==> src/rtl/fwrv_pkg.sv <==
// fwrv_pkg: operation, status and result-select codes, plus the command and
// status structs shared by the controller and the datapath of the queue.
// No dependencies.
`default_nettype none

package fwrv_pkg;

  localparam int WORD_W  = 64;
  localparam int KIND_W  = 2;
  localparam int ST_W    = 2;
  localparam int CNT_W   = 5;
  localparam int RSEL_W  = 2;

  // operation codes
  localparam logic [KIND_W-1:0] KIND_PUSH   = 2'd0;
  localparam logic [KIND_W-1:0] KIND_POP    = 2'd1;
  localparam logic [KIND_W-1:0] KIND_REMOVE = 2'd2;

  // result status codes
  localparam logic [ST_W-1:0] ST_OK        = 2'd0;
  localparam logic [ST_W-1:0] ST_EMPTY     = 2'd1;
  localparam logic [ST_W-1:0] ST_NOT_FOUND = 2'd2;
  localparam logic [ST_W-1:0] ST_FULL      = 2'd3;

  // result word selection
  localparam logic [RSEL_W-1:0] RES_ZERO  = 2'd0;
  localparam logic [RSEL_W-1:0] RES_ONES  = 2'd1;
  localparam logic [RSEL_W-1:0] RES_WORD  = 2'd2;
  localparam logic [RSEL_W-1:0] RES_RDATA = 2'd3;

  typedef struct packed {
    logic              take;      // latch the incoming transaction
    logic              push_wr;   // append operand at the tail
    logic              pop_rd;    // read the head entry
    logic              pop_fin;   // drop the head entry
    logic              srch;      // one search step
    logic              shft;      // one compaction step
    logic              rm_fin;    // drop the last entry after compaction
    logic              set_res;   // capture result word and status
    logic [RSEL_W-1:0] res_sel;
    logic [ST_W-1:0]   status;
    logic              load_out;  // move result to the output register
  } cmd_t;

  typedef struct packed {
    logic [KIND_W-1:0] kind;
    logic              full;
    logic              empty;
    logic              hit;
    logic              miss;
    logic              shft_done;
    logic              out_free;
  } sts_t;

endpackage

`default_nettype wire

==> src/rtl/fwrv_if.sv <==
// fwrv_if: valid/ready channel interfaces for operations in and results out.
// Depends on fwrv_pkg for the field widths.
`default_nettype none

interface fwrv_in_if;
  import fwrv_pkg::*;

  logic                valid;
  logic                ready;
  logic [KIND_W-1:0]   kind;
  logic [WORD_W-1:0]   word;

  modport source (output valid, output kind, output word, input ready);
  modport sink   (input valid, input kind, input word, output ready);
endinterface

interface fwrv_out_if;
  import fwrv_pkg::*;

  logic                valid;
  logic                ready;
  logic [WORD_W-1:0]   result_word;
  logic [ST_W-1:0]     status;
  logic                is_empty;
  logic [CNT_W-1:0]    entry_count;

  modport source (output valid, output result_word, output status, output is_empty,
                  output entry_count, input ready);
  modport sink   (input valid, input result_word, input status, input is_empty,
                  input entry_count, output ready);
endinterface

`default_nettype wire

==> src/rtl/fwrv_dp.sv <==
// fwrv_dp: queue datapath - circular entry memory, head and count, search and
// compaction pointers, result and output registers.
// Depends on fwrv_pkg.
`default_nettype none

module fwrv_dp #(
  parameter int DEPTH = 16
) (
  input  wire logic                      clk_i,
  input  wire logic                      rst_ni,
  input  wire logic [fwrv_pkg::KIND_W-1:0] in_kind_i,
  input  wire logic [fwrv_pkg::WORD_W-1:0] in_word_i,
  input  wire fwrv_pkg::cmd_t            cmd_i,
  output fwrv_pkg::sts_t                 sts_o,
  input  wire logic                      out_ready_i,
  output logic                           out_valid_o,
  output logic [fwrv_pkg::WORD_W-1:0]    out_result_word_o,
  output logic [fwrv_pkg::ST_W-1:0]      out_status_o,
  output logic                           out_is_empty_o,
  output logic [fwrv_pkg::CNT_W-1:0]     out_entry_count_o
);
  import fwrv_pkg::*;

  localparam int AW = $clog2(DEPTH);
  localparam int CW = $clog2(DEPTH + 1);

  logic [WORD_W-1:0] mem_q [DEPTH];

  logic [AW-1:0]     head_q, head_d;
  logic [CW-1:0]     count_q, count_d;
  logic [CW-1:0]     pos_q, pos_d;
  logic [CW-1:0]     hole_q, hole_d;
  logic              chk_q, chk_d;
  logic              out_valid_q, out_valid_d;

  logic [KIND_W-1:0] kind_q;
  logic [WORD_W-1:0] word_q;
  logic [WORD_W-1:0] rdata_q;
  logic [WORD_W-1:0] res_q;
  logic [ST_W-1:0]   st_q;
  logic [WORD_W-1:0] out_word_q;
  logic [ST_W-1:0]   out_st_q;
  logic              out_empty_q;
  logic [CNT_W-1:0]  out_cnt_q;

  logic              rd_en, wr_en;
  logic [CW-1:0]     rd_pos, wr_pos;
  logic [AW-1:0]     rd_addr, wr_addr;
  logic [WORD_W-1:0] wr_data;
  logic              eq, hit, miss, full, empty;
  logic [CW+CNT_W-1:0] cnt_ext;

  // physical slot of a position counted from the head
  function automatic logic [AW-1:0] slot_of(logic [AW-1:0] head, logic [CW-1:0] pos);
    logic [CW:0] s;
    s = (CW+1)'(head) + (CW+1)'(pos);
    if (s >= (CW+1)'(DEPTH)) begin
      s = s - (CW+1)'(DEPTH);
    end
    return s[AW-1:0];
  endfunction

  assign full  = (count_q == CW'(DEPTH));
  assign empty = (count_q == '0);
  assign eq    = (rdata_q == word_q);
  assign hit   = chk_q & eq;
  assign miss  = chk_q & ~eq & (pos_q == count_q);

  assign sts_o.kind      = kind_q;
  assign sts_o.full      = full;
  assign sts_o.empty     = empty;
  assign sts_o.hit       = hit;
  assign sts_o.miss      = miss;
  assign sts_o.shft_done = ~chk_q & (pos_q == count_q);
  assign sts_o.out_free  = ~out_valid_q | out_ready_i;

  assign rd_addr = slot_of(head_q, rd_pos);
  assign wr_addr = slot_of(head_q, wr_pos);

  always_comb begin
    head_d  = head_q;
    count_d = count_q;
    pos_d   = pos_q;
    hole_d  = hole_q;
    chk_d   = 1'b0;
    rd_en   = 1'b0;
    rd_pos  = pos_q;
    wr_en   = 1'b0;
    wr_pos  = hole_q;
    wr_data = rdata_q;

    if (cmd_i.take) begin
      pos_d = '0;
    end
    if (cmd_i.push_wr) begin
      wr_en   = 1'b1;
      wr_pos  = count_q;
      wr_data = word_q;
      count_d = count_q + 1'b1;
    end
    if (cmd_i.pop_rd) begin
      rd_en  = 1'b1;
      rd_pos = '0;
    end
    if (cmd_i.pop_fin) begin
      head_d  = (head_q == AW'(DEPTH - 1)) ? '0 : head_q + 1'b1;
      count_d = count_q - 1'b1;
    end
    if (cmd_i.srch) begin
      if (hit) begin
        // matched entry becomes the hole, its successor is read next
        hole_d = pos_q - 1'b1;
      end else if (pos_q < count_q) begin
        rd_en = 1'b1;
        pos_d = pos_q + 1'b1;
        chk_d = 1'b1;
      end
    end
    if (cmd_i.shft) begin
      if (chk_q) begin
        wr_en  = 1'b1;
        hole_d = hole_q + 1'b1;
      end
      if (pos_q < count_q) begin
        rd_en = 1'b1;
        pos_d = pos_q + 1'b1;
        chk_d = 1'b1;
      end
    end
    if (cmd_i.rm_fin) begin
      count_d = count_q - 1'b1;
    end
  end

  always_comb begin
    out_valid_d = out_valid_q;
    if (cmd_i.load_out) begin
      out_valid_d = 1'b1;
    end else if (out_ready_i) begin
      out_valid_d = 1'b0;
    end
  end

  always_ff @(posedge clk_i or negedge rst_ni) begin
    if (!rst_ni) begin
      head_q      <= '0;
      count_q     <= '0;
      pos_q       <= '0;
      hole_q      <= '0;
      chk_q       <= 1'b0;
      out_valid_q <= 1'b0;
    end else begin
      head_q      <= head_d;
      count_q     <= count_d;
      pos_q       <= pos_d;
      hole_q      <= hole_d;
      chk_q       <= chk_d;
      out_valid_q <= out_valid_d;
    end
  end

  always_ff @(posedge clk_i) begin
    if (wr_en) begin
      mem_q[wr_addr] <= wr_data;
    end
    if (rd_en) begin
      rdata_q <= mem_q[rd_addr];
    end
  end

  assign cnt_ext = {{CNT_W{1'b0}}, count_q};

  always_ff @(posedge clk_i) begin
    if (cmd_i.take) begin
      kind_q <= in_kind_i;
      word_q <= in_word_i;
    end
    if (cmd_i.set_res) begin
      st_q <= cmd_i.status;
      case (cmd_i.res_sel)
        RES_ONES:  res_q <= '1;
        RES_WORD:  res_q <= word_q;
        RES_RDATA: res_q <= rdata_q;
        default:   res_q <= '0;
      endcase
    end
    if (cmd_i.load_out) begin
      out_word_q  <= res_q;
      out_st_q    <= st_q;
      out_empty_q <= empty;
      out_cnt_q   <= cnt_ext[CNT_W-1:0];
    end
  end

  assign out_valid_o       = out_valid_q;
  assign out_result_word_o = out_word_q;
  assign out_status_o      = out_st_q;
  assign out_is_empty_o    = out_empty_q;
  assign out_entry_count_o = out_cnt_q;

endmodule

`default_nettype wire

==> src/rtl/fwrv_ctrl.sv <==
// fwrv_ctrl: sequencer for push, pop and remove-by-value operations.
// Depends on fwrv_pkg; drives the datapath through cmd_t, watches sts_t.
`default_nettype none

module fwrv_ctrl (
  input  wire logic           clk_i,
  input  wire logic           rst_ni,
  input  wire logic           in_valid_i,
  output logic                in_ready_o,
  input  wire fwrv_pkg::sts_t sts_i,
  output fwrv_pkg::cmd_t      cmd_o
);
  import fwrv_pkg::*;

  localparam logic [2:0] S_IDLE = 3'd0;
  localparam logic [2:0] S_EXEC = 3'd1;
  localparam logic [2:0] S_POPR = 3'd2;
  localparam logic [2:0] S_SRCH = 3'd3;
  localparam logic [2:0] S_SHFT = 3'd4;
  localparam logic [2:0] S_DONE = 3'd5;

  logic [2:0] state_q, state_d;

  assign in_ready_o = (state_q == S_IDLE);

  always_comb begin
    state_d = state_q;
    cmd_o   = '0;

    case (state_q)
      S_IDLE: begin
        if (in_valid_i) begin
          cmd_o.take = 1'b1;
          state_d    = S_EXEC;
        end
      end
      S_EXEC: begin
        cmd_o.set_res = 1'b1;
        cmd_o.res_sel = RES_ZERO;
        cmd_o.status  = ST_OK;
        state_d       = S_DONE;
        case (sts_i.kind)
          KIND_PUSH: begin
            if (sts_i.full) begin
              cmd_o.status = ST_FULL;
            end else begin
              cmd_o.push_wr = 1'b1;
            end
          end
          KIND_POP: begin
            if (sts_i.empty) begin
              cmd_o.status = ST_EMPTY;
            end else begin
              cmd_o.set_res = 1'b0;
              cmd_o.pop_rd  = 1'b1;
              state_d       = S_POPR;
            end
          end
          KIND_REMOVE: begin
            if (sts_i.empty) begin
              cmd_o.res_sel = RES_ONES;
              cmd_o.status  = ST_NOT_FOUND;
            end else begin
              cmd_o.set_res = 1'b0;
              state_d       = S_SRCH;
            end
          end
          default: begin
          end
        endcase
      end
      S_POPR: begin
        cmd_o.pop_fin = 1'b1;
        cmd_o.set_res = 1'b1;
        cmd_o.res_sel = RES_RDATA;
        cmd_o.status  = ST_OK;
        state_d       = S_DONE;
      end
      S_SRCH: begin
        cmd_o.srch = 1'b1;
        if (sts_i.hit) begin
          cmd_o.set_res = 1'b1;
          cmd_o.res_sel = RES_WORD;
          cmd_o.status  = ST_OK;
          state_d       = S_SHFT;
        end else if (sts_i.miss) begin
          cmd_o.set_res = 1'b1;
          cmd_o.res_sel = RES_ONES;
          cmd_o.status  = ST_NOT_FOUND;
          state_d       = S_DONE;
        end
      end
      S_SHFT: begin
        // close the gap left by the removed entry, one slot per cycle
        if (sts_i.shft_done) begin
          cmd_o.rm_fin = 1'b1;
          state_d      = S_DONE;
        end else begin
          cmd_o.shft = 1'b1;
        end
      end
      S_DONE: begin
        if (sts_i.out_free) begin
          cmd_o.load_out = 1'b1;
          state_d        = S_IDLE;
        end
      end
      default: begin
        state_d = S_IDLE;
      end
    endcase
  end

  always_ff @(posedge clk_i or negedge rst_ni) begin
    if (!rst_ni) begin
      state_q <= S_IDLE;
    end else begin
      state_q <= state_d;
    end
  end

endmodule

`default_nettype wire

==> src/rtl/fifo_with_remove_by_value.sv <==
// Ordered queue of up to DEPTH 64-bit words: push, pop and remove-by-value.
// Search and compaction run one entry per cycle over the entry memory. One transaction
// in flight; the next is taken the cycle after the result is loaded into the output
// register, which waits while a held result is not yet taken. Reset empties the queue
// at once, no clearing pass.
// Depends on fwrv_pkg, fwrv_if, fwrv_ctrl, fwrv_dp.
`default_nettype none

module fifo_with_remove_by_value #(
  parameter int DEPTH = 16
) (
  input  wire logic  clk_i,
  input  wire logic  rst_ni,
  fwrv_in_if.sink    in_i,
  fwrv_out_if.source out_o
);
  import fwrv_pkg::*;

  cmd_t cmd;
  sts_t sts;

  fwrv_ctrl u_ctrl (
    .clk_i      (clk_i),
    .rst_ni     (rst_ni),
    .in_valid_i (in_i.valid),
    .in_ready_o (in_i.ready),
    .sts_i      (sts),
    .cmd_o      (cmd)
  );

  fwrv_dp #(
    .DEPTH (DEPTH)
  ) u_dp (
    .clk_i             (clk_i),
    .rst_ni            (rst_ni),
    .in_kind_i         (in_i.kind),
    .in_word_i         (in_i.word),
    .cmd_i             (cmd),
    .sts_o             (sts),
    .out_ready_i       (out_o.ready),
    .out_valid_o       (out_o.valid),
    .out_result_word_o (out_o.result_word),
    .out_status_o      (out_o.status),
    .out_is_empty_o    (out_o.is_empty),
    .out_entry_count_o (out_o.entry_count)
  );

endmodule

`default_nettype wire

==> src/flat_wrapper.sv <==
// flat-port wrapper written by rule: the top's interface ports become plain ports
module fifo_with_remove_by_value_flat import fwrv_pkg::*;
#(
  parameter int DEPTH = 16
)
  (clk_i, rst_ni, in_i_valid, in_i_kind, in_i_word, in_i_ready, out_o_valid, out_o_result_word, out_o_status, out_o_is_empty, out_o_entry_count, out_o_ready);
  fwrv_in_if in_i_i ();
  fwrv_out_if out_o_i ();
  input  wire logic clk_i;
  input  wire logic rst_ni;
  input wire logic [$bits(in_i_i.valid)-1:0] in_i_valid;
  input wire logic [$bits(in_i_i.kind)-1:0] in_i_kind;
  input wire logic [$bits(in_i_i.word)-1:0] in_i_word;
  output wire logic [$bits(in_i_i.ready)-1:0] in_i_ready;
  output wire logic [$bits(out_o_i.valid)-1:0] out_o_valid;
  output wire logic [$bits(out_o_i.result_word)-1:0] out_o_result_word;
  output wire logic [$bits(out_o_i.status)-1:0] out_o_status;
  output wire logic [$bits(out_o_i.is_empty)-1:0] out_o_is_empty;
  output wire logic [$bits(out_o_i.entry_count)-1:0] out_o_entry_count;
  input wire logic [$bits(out_o_i.ready)-1:0] out_o_ready;
  assign in_i_i.valid = in_i_valid;
  assign in_i_i.kind = in_i_kind;
  assign in_i_i.word = in_i_word;
  assign in_i_ready = in_i_i.ready;
  assign out_o_valid = out_o_i.valid;
  assign out_o_result_word = out_o_i.result_word;
  assign out_o_status = out_o_i.status;
  assign out_o_is_empty = out_o_i.is_empty;
  assign out_o_entry_count = out_o_i.entry_count;
  assign out_o_i.ready = out_o_ready;
  fifo_with_remove_by_value #(.DEPTH(DEPTH)) u_core (.clk_i(clk_i), .rst_ni(rst_ni), .in_i(in_i_i), .out_o(out_o_i));
endmodule
==> config.mk <==
export PLATFORM = sky130hd
export DESIGN_NAME = fifo_with_remove_by_value_flat
export DESIGN_NICKNAME = d
export VERILOG_FILES = /design/src/rtl/fwrv_pkg.sv /design/src/rtl/fwrv_if.sv /design/src/rtl/fwrv_dp.sv /design/src/rtl/fwrv_ctrl.sv /design/src/rtl/fifo_with_remove_by_value.sv /design/src/flat_wrapper.sv
export SDC_FILE = /design/constraint.sdc
export NUM_CORES = 1
export LEC_CHECK = 0
export BUFFER_PORTS_ARGS = -buffer_cell sky130_fd_sc_hd__buf_2
export CORE_ASPECT_RATIO = 1.2
export CORE_MARGIN = 2
export CORE_UTILIZATION = 60
export DETAILED_ROUTE_END_ITERATION = 16
export PLACE_DENSITY = 0.76
export SLEW_MARGIN = 0
export SYNTH_ARGS = -nofsm -noshare
export SYNTH_HDL_FRONTEND = slang
export SYNTH_SLANG_ARGS = --single-unit
==> constraint.sdc <==
create_clock -name clk_i -period 7.22 [get_ports clk_i]
set_input_delay 1.083 -clock clk_i [delete_from_list [all_inputs] [get_ports clk_i]]
set_output_delay 1.083 -clock clk_i [all_outputs]
set_load 0.02 [all_outputs]
==> impl.org, run 1 <==
** Status
- Run status :: finished clean

** Logic synthesis
- In this run the cell area of the synthesized design comes to 0.0514 mm².
- EDFF count, synth :: ~1.3k
- Syn. warnings :: 0
- Cell accounting for the most synthesized area :: sky130_fd_sc_hd__edfxtp_1
- Count of distinct cell types in the synthesized netlist :: 61
- The number of nets in the synthesized netlist is 2611.
- Summing the sequential cell areas from Yosys gives 76.6% of the chip area.
- Mapped Avg Cell Area :: 20.4 µm²
- Summed over its instances, the top area cell type makes up around 75% of the synthesized netlist area.
- Synthesized instance count :: approximately 2.5k
- After synthesis, the cell types taking the most area are sky130_fd_sc_hd__edfxtp_1 75%, sky130_fd_sc_hd__mux4_2 14%, sky130_fd_sc_hd__nand2_1 1.6%.
- Dominant synthesized flop cell :: sky130_fd_sc_hd__edfxtp_1
- Fraction of synthesis flops using an asynchronous set or reset pin :: between 1.5 and 2%
- Count of state elements after synthesis :: roughly 1.3k

** GRT
- Global-route wire length before repair :: between 150 and 200 mm
- Pin count of the biggest net entering global routing :: around 90
- GRT Resource Usage Total :: 30.0%
- Vias in the first global route :: about 27k
- GR Overflow Total :: 0
- Initial antenna violation count :: 7

** Worst setup path
- Number of cells on the worst reg-to-reg path :: 7
- In this run the critical register-to-register path is launched from u_core.u_dp.word_q[57].
- Together, buffers and inverters on the worst path number 1.
- The worst register-to-register path ends at u_core.u_dp.rdata_q[33].
- Slowest cell on the critical path :: sky130_fd_sc_hd__xnor2_1
- Type of the worst setup path :: flip-flop to flip-flop
- Nature of the critical path endpoint :: flip-flop
- Worst endpoint data arrival time :: about 5.6 ns
- CP Data Required Time :: 7.54 ns
- Internal reg-to-reg setup slack :: 1.93 ns
- CP delay by family, top :: simple AND/OR/NAND/NOR gates
- Most used cell, CP :: sky130_fd_sc_hd__nand4_1
- Delay contributed by the slowest stage of the critical path :: a little under 0.9 ns
- STA classifies the critical path startpoint as a flip-flop.
- Walking the worst path, the cells encountered are xnor2_1, nand4_1, nor4_1, nand4_1, o21ai_0, nand2_4, buf_4.
- Of all nets on the critical path, the largest fanout is 40.

** STA
- The worst path uses 73.3% of the clock period.
- Slew margin rel. :: 18.4%
- The final max-slew violation count is 0.
- Hold violation count in the final report :: 0
- Final TNS setup :: 0 ns
- Setup violations remaining at the end of the flow were counted as 0.
- Setup repair after global routing left no endpoint under its margin.
- The clock arrives with 0.0328 ns of skew.
- Min cycle time layout :: 5.29 ns
- On the final layout, the worst hold slack is 0.367 ns.
- Least-Margin Pin Slew :: roughly 1.2 ns
- Based on the critical path, the design can be clocked at up to 0.189 GHz.

** Floorplanning
- Number of rows created at floorplan :: approximately 120
- Width of the die :: between 200 and 300 µm
- Core Region :: approximately 0.085 mm²
- From bottom edge to top edge, the die measures roughly 320 µm.
- Ports :: 144
- Initial Utilization :: 60.6%
- Die area :: 0.0881 mm²

** Layout
- At the end of the flow, the number of nets in the layout was about 2.8k.
- Number of antenna cells inserted :: 0
- Fraction of layout cells with a size suffix above 1 :: around a quarter
- Compared with the post-synthesis result, the final layout area differs by 12.4%.
- The library cell used most frequently in the layout, excluding fill and tap cells, is sky130_fd_sc_hd__edfxtp_1.
- The top cell types in the final layout, fill and taps aside, are 1292 x sky130_fd_sc_hd__edfxtp_1, 318 x sky130_fd_sc_hd__mux4_2, 217 x sky130_fd_sc_hd__nand2_1.

** Power and ir drop
- The worst-case IR drop observed on VDD is approximately 0.38 mV.
- Switching share of power :: 32.0%
- Pint :: between 0.015 and 0.02 W
- In this run the static leakage power is about 19 nW.
- Power per Cell Area :: 466 mW/mm²
- For this design the total switching power over the nets is ~0.0086 W.
- Combinational logic burns about a third of the power.
- The clock network is responsible for a little under a quarter of the overall power.
- The share of total power dissipated in sequential elements is a little over two fifths.

** CTS
- The later pin in the worst-skew pair is clocked with a latency of between 0.7 and 0.8 ns.
- The clock tree synthesis step divided the H-tree into 3 levels.
- CTS placed an instance of sky130_fd_sc_hd__clkbuf_16 at the clock tree root.
- Clock sink count :: 1315
- The number of clock buffers added by TritonCTS is ~120.
- CTS Hold Buffers Added :: 0
- # Post-CTS Setup Buffers :: 0
- Clk slew on worst S/H paths :: around 0.070 ns
- Clk buf depth :: 3
- CTS tree :: done
- Gates resized during post-CTS repair numbered 0.

** Detailed routing
- Per-cell via count in the routed design :: around 6.8
- Initial DRC Count :: roughly 4.4k
- After detailed routing, the average wire length per cell comes to about 33 µm.
- The pre-antenna-repair detailed-routing pass consisted of 6 iterations.
- Total number of vias :: 26.7k
- Once detail routing completed, the nets flagged for antenna violations numbered 0.
- For this block, the routed nets add up to around 130 mm of wire.
- After detailed routing, the number of remaining DRC violations is 0.

** Placed design
- Port buffer count :: around 140
- The congestion estimate from routability-driven global placement came to between 0.8 and 0.9.
- Half-perimeter wire length of the detailed placement result :: approximately 68 mm

** Flow run
- Count of maximum capacitance violations :: 0

** Hold path
- Tightest Hold Check Type :: input pin to async pin
==> registers in the layout (all words and copies together) (netlist names) <==
signal,cells
u_core.u_ctrl.state_q,3
u_core.u_dp.count_q,5
u_core.u_dp.out_is_empty_o,1
u_core.u_dp.rdata_q,64
u_core.u_dp.pos_q,5
u_core.u_dp.mem_q,1024
u_core.u_dp.out_result_word_o,64
u_core.u_dp.res_q,64
u_core.u_dp.head_q,4
u_core.u_dp.chk_q,1
u_core.u_dp.out_valid_o,1
u_core.u_dp.hole_q,4
u_core.u_dp.out_entry_count_o,5
u_core.u_dp.kind_q,2
u_core.u_dp.out_status_o,2
u_core.u_dp.word_q,64
u_core.u_dp.st_q,2
==> kinds of logic after synthesis <==
logic type               count (synthesis)  share of synthesized area, %
buffers and inverters                  147                          1.18
flip-flops                            1315                          76.6
AND/OR/NAND/NOR                        440                          3.54
XOR/XNOR                                80                          1.40
multiplexers                           325                          14.1
adder cells (fa/ha/maj)                 24                         0.613
AO/OA/AOI/OAI                          186                          2.56
==> per-stage QoR <==
step           cells  worst slack, ns  cell area [µm²]  utilization [%]  power, W
2_1_floorplan   2517            0.932            51400                -    0.0178
3_3_place_gp    3709             2.10            53900             63.5    0.0202
3_5_place_dp    3709             2.08            53900             63.5    0.0205
4_1_cts         3921             2.03            57800             68.0    0.0269
5_1_grt         3921             1.78            57800             68.0    0.0279
6_report        3921             1.93            57800             68.0    0.0269
==> power groups by stage <==
| stage | Combinational, W | Sequential, W | Clock, W |
|---|---|---|---|
| finish | 0.00921 | 0.0114 | 0.00634 |
| CTS | 0.00920 | 0.0113 | 0.00638 |
| detailed placement | 0.00908 | 0.0115 | 0 |
| global placement | 0.00881 | 0.0114 | 0 |
| global route | 0.00976 | 0.0114 | 0.00667 |
| floorplan | 0.00638 | 0.0114 | 0 |
==> cell type report <==
class | count | area, µm²
fill | 5144 | 27100
clock inverter | 74 | 833
inverter | 19 | 71.3
sequential | 1315 | 39400
clock buffer | 138 | 3050
timing repair buffer | 190 | 1380
tap | 1130 | 1410
multi-input combinational | 1055 | 11600
==> synth_stat cells (3+ instances only) <==
cell                       count
sky130_fd_sc_hd__edfxtp_1   1292
sky130_fd_sc_hd__mux4_2      318
sky130_fd_sc_hd__nand2_1     218
sky130_fd_sc_hd__nor2_1      160
sky130_fd_sc_hd__clkbuf_1    103
sky130_fd_sc_hd__xnor2_1      77
sky130_fd_sc_hd__a21oi_1      72
sky130_fd_sc_hd__a22o_1       65
sky130_fd_sc_hd__dfrtp_1      23
sky130_fd_sc_hd__ha_1         22
sky130_fd_sc_hd__nand4_1      20
sky130_fd_sc_hd__inv_1        19
sky130_fd_sc_hd__o21ai_0      12
sky130_fd_sc_hd__buf_1        11
sky130_fd_sc_hd__nand3_1       8
sky130_fd_sc_hd__buf_2         7
sky130_fd_sc_hd__buf_6         6
sky130_fd_sc_hd__and2_1        5
sky130_fd_sc_hd__o211ai_1      5
sky130_fd_sc_hd__a21o_1        4
sky130_fd_sc_hd__nor2b_1       4
sky130_fd_sc_hd__nor4_1        4
sky130_fd_sc_hd__and4_1        3
sky130_fd_sc_hd__mux2i_1       3
sky130_fd_sc_hd__nor3_1        3
sky130_fd_sc_hd__or3b_2        3
==> layer usage <==
layer	share of wire (%)	GRT usage, %	wire length, µm	vias to the layer above
met5	0.046	0	60	-
met4	4.2	12.6	5530	10
met3	11	6.02	14400	338
met2	50	48.8	64800	2012
met1	35	40.3	45800	13700
li1	-	-	-	10600
==> worst max-delay path by stage <==
stage                                 startpoint                  endpoint  cells past startpoint  slack [ns]
after floorplan           u_core.u_dp.count_q[0]  u_core.u_dp.mem_q[12][0]                     13        0.93
after global placement    u_core.u_dp.count_q[0]  u_core.u_dp.mem_q[6][14]                     13        2.10
after detailed placement  u_core.u_dp.count_q[0]  u_core.u_dp.mem_q[6][14]                     13        2.08
after CTS                 u_core.u_dp.count_q[0]  u_core.u_dp.mem_q[6][28]                     13        2.03
after global routing      u_core.u_dp.count_q[0]  u_core.u_dp.mem_q[6][28]                     15        1.78
final                     u_core.u_dp.word_q[57]   u_core.u_dp.rdata_q[33]                      7        1.93
No activity file was read; power rests on OpenSTA's default activity.
==> run 2, diff against run 1 <==
clock period = 5.2 ns   (was 7.22 ns; I/O delays follow)
==> impl.org, run 2 (synthesis gave the netlist of run 1 again) <==
** Worst setup path
- Destination of the worst register-to-register timing path :: u_core.u_dp.rdata_q[17]
- Nature of the critical path endpoint :: flip-flop
- Worst endpoint data arrival time :: between 5 and 6 ns
- Delay contributed by the slowest stage of the critical path :: roughly 1 ns
- CP Data Required Time :: about 5.6 ns
- Following the worst setup path forward leads to its endpoint at u_core.u_dp.rdata_q[17].
- Largest driver fanout on the critical path :: between 70 and 80
- Number of cells on the worst reg-to-reg path :: 11
- In this run the number of cells on the critical path is 11.
- The worst setup path is launched from a flip-flop.
- Internal reg-to-reg setup slack :: between 0.5 and 0.6 ns
- The setup path with the least slack is of type flip-flop to flip-flop.
- Crit path from :: u_core.u_dp.count_q[1]
- In this run the critical register-to-register path is launched from u_core.u_dp.count_q[1].
- The kind of cell with the highest combined delay along the critical path is adder cells.
- The critical path contains buffers and inverters numbering 3 combined.
- Cell chain of the critical path :: inv_1, ha_1, or3b_1, o211ai_4, and2_1, ha_4, inv_1, fa_4, buf_12, mux4_2, mux4_2
- Slowest cell on the critical path :: sky130_fd_sc_hd__fa_4

** Layout
- Registers take about 0.039 mm².
- P&R area growth vs syn :: 12.7%
- In the final layout, the share of cells above drive strength 1 is a little over a quarter.
- Most common cell after layout, fill and taps aside :: sky130_fd_sc_hd__edfxtp_1
- Multi-input gate area :: approximately 0.012 mm²
- Highest-count cells in the layout ignoring fill and taps :: 1292 x sky130_fd_sc_hd__edfxtp_1, 318 x sky130_fd_sc_hd__mux4_2, 217 x sky130_fd_sc_hd__nand2_1
- Number of filler cells placed in the layout :: approximately 5.2k
- Ranked by flip-flop count, first place goes to u_core.u_dp.mem_q.
- The register with the most flip-flops in the layout has approximately 1k of them.
- Fin nets :: 2817

** Placed design
- Port buffer count :: 143
- The HPWL after detailed placement is about 66 mm.
- Prior to clock tree synthesis, the placed netlist has a worst setup slack of roughly 0.65 ns.
- The congestion estimate from routability-driven global placement came to ~0.85.

** GRT
- Global-route wire length before repair :: around 180 mm
- After global routing the overflow that remains totals 0.
- Entering global routing, the biggest net connects between 70 and 80 pins.
- Vias in the first global route :: 27.2k
- The initial antenna violation count came to 4.
- Global routing used 29.2% of the available tracks across all layers.

** STA
- The final critical path takes up between 80 and 90% of the cycle.
- The final max-slew violation count came to 0.
- For the final routed database, the setup TNS stands at 0 ns.
- Hold violation count in the final report :: 0
- Count of final setup violators :: 0
- Setup slack on the critical path of the routed design comes to about 0.54 ns.
- For the final database, setup skew stands at ~0.026 ns.
- The routed design could run at a clock period as short as approximately 4.7 ns.
- Slew margin rel. :: 23.1%
- At the pin with the least slew margin, the transition time is about 1.2 ns.
- Setup repair after global routing left no endpoint under its margin.
- Highest attainable clock frequency :: 0.215 GHz

** Detailed routing
- Initial DRC Count :: ~3.8k
- Total number of vias :: around 27k
- In the routed design, unresolved DRC markers number 0.
- Once detail routing completed, the nets flagged for antenna violations numbered 0.
- Dividing the detail-routed wire length by the instance count gives between 30 and 40 µm.
- Using the TritonRoute via totals, the vias-per-cell ratio works out to 6.76.
- Detailed Route WL :: between 100 and 150 mm
- The first detailed-routing pass ran for 5 iterations.

** Floorplanning
- Pin placement for this block handled between 100 and 150 I/O pins.
- From bottom edge to top edge, the die measures between 300 and 400 µm.
- In this run the horizontal extent of the chip is 271 µm.
- Row generation in the floorplan step produced 117 rows.
- Core Region :: 0.0849 mm²
- The initial utilization of the core area, before any placement, comes to around three fifths.
- The die covers between 0.08 and 0.09 mm².

** CTS
- Clock-pin slew was measured on the worst setup and hold paths at approximately 0.070 ns.
- Post-CTS timing repair inserted 0 buffers for setup.
- Resized Gates After CTS :: 0
- Counting along the longest clock path gives a buffer depth of 3.
- The H-tree was split into 3 levels.
- The cell sitting at the root of the clock tree is a sky130_fd_sc_hd__clkbuf_16.
- Clock network latency to the later pin of the worst-skew pair :: approximately 0.70 ns
- CTS Hold Buffers Added :: 0
- CTS tree :: done
- Clock sink count :: ~1.3k
- The number of clock buffers added by TritonCTS is about 120.

** Power and ir drop
- Peak supply drop :: about 0.45 mV
- Summed over all cells, the static leakage comes to between 15 and 20 nW.
- Part of the power in the clock network :: 22.6%
- Combinational power share :: a little over a third
- In this run the power spent charging and discharging nets is 0.0118 W.
- Switching share of power :: a little under a third
- Total power of the final layout :: 0.0370 W
- Cell internal power was estimated by the tool at 0.0252 W.
- Registers are responsible for between 40% and 50% of the overall power.
- Power per Cell Area :: about 640 mW/mm²

** Hold path
- The worst hold path belongs to the class input pin to async pin.

** Flow run
- Max-cap violations in this run came to 0.

** Status
- Run status :: finished clean
run 2: metrics by stage:
stage,hold WS (ns),util [%],cell area [µm²],instances
after floorplan,0.400,-,51500,2517
after global placement,0.402,63.9,54300,3736
after detailed placement,0.405,63.9,54300,3736
after CTS,0.0574,68.2,57900,3951
after global routing,0.107,68.2,57900,3951
final,0.0857,68.2,57900,3952
run 2: routing by layer:
| metal | track usage, % | wire [µm] | vias up |
|---|---|---|---|
| met5 | 0 | 33 | - |
| met4 | 11.7 | 4930 | 6 |
| met3 | 5.65 | 14700 | 284 |
| met2 | 46.9 | 62500 | 1965 |
| met1 | 40.3 | 44800 | 13800 |
| li1 | - | - | 10600 |
run 2: layout make-up:
type,count,area share [%]
clock inverter,79,1.17
multi-input combinational,1055,20.1
inverter,19,0.123
antenna,1,0.00432
timing repair buffer,217,2.99
tap,1130,2.44
sequential,1315,68.0
clock buffer,136,5.18
run 2: power by group through the flow:
stage / clock network, W / registers, W / logic, W
finish: 0.00838 / 0.0157 / 0.0130
global route: 0.00883 / 0.0158 / 0.0138
CTS: 0.00845 / 0.0157 / 0.0130
detailed placement: 0 / 0.0159 / 0.0129
global placement: 0 / 0.0158 / 0.0124
floorplan: 0 / 0.0159 / 0.00888
run 2: worst min-delay path by stage:
stage	endpoint	from	depth (start not counted)
final	u_core.u_dp.count_q[3]	rst_ni	1
after global routing	u_core.u_dp.count_q[3]	rst_ni	1
after CTS	u_core.u_dp.count_q[3]	rst_ni	1
after detailed placement	u_core.u_dp.out_result_word_o[44]	u_core.u_dp.res_q[44]	0
after global placement	u_core.u_dp.out_status_o[0]	u_core.u_dp.st_q[0]	0
after floorplan	u_core.u_dp.out_result_word_o[0]	u_core.u_dp.res_q[0]	0
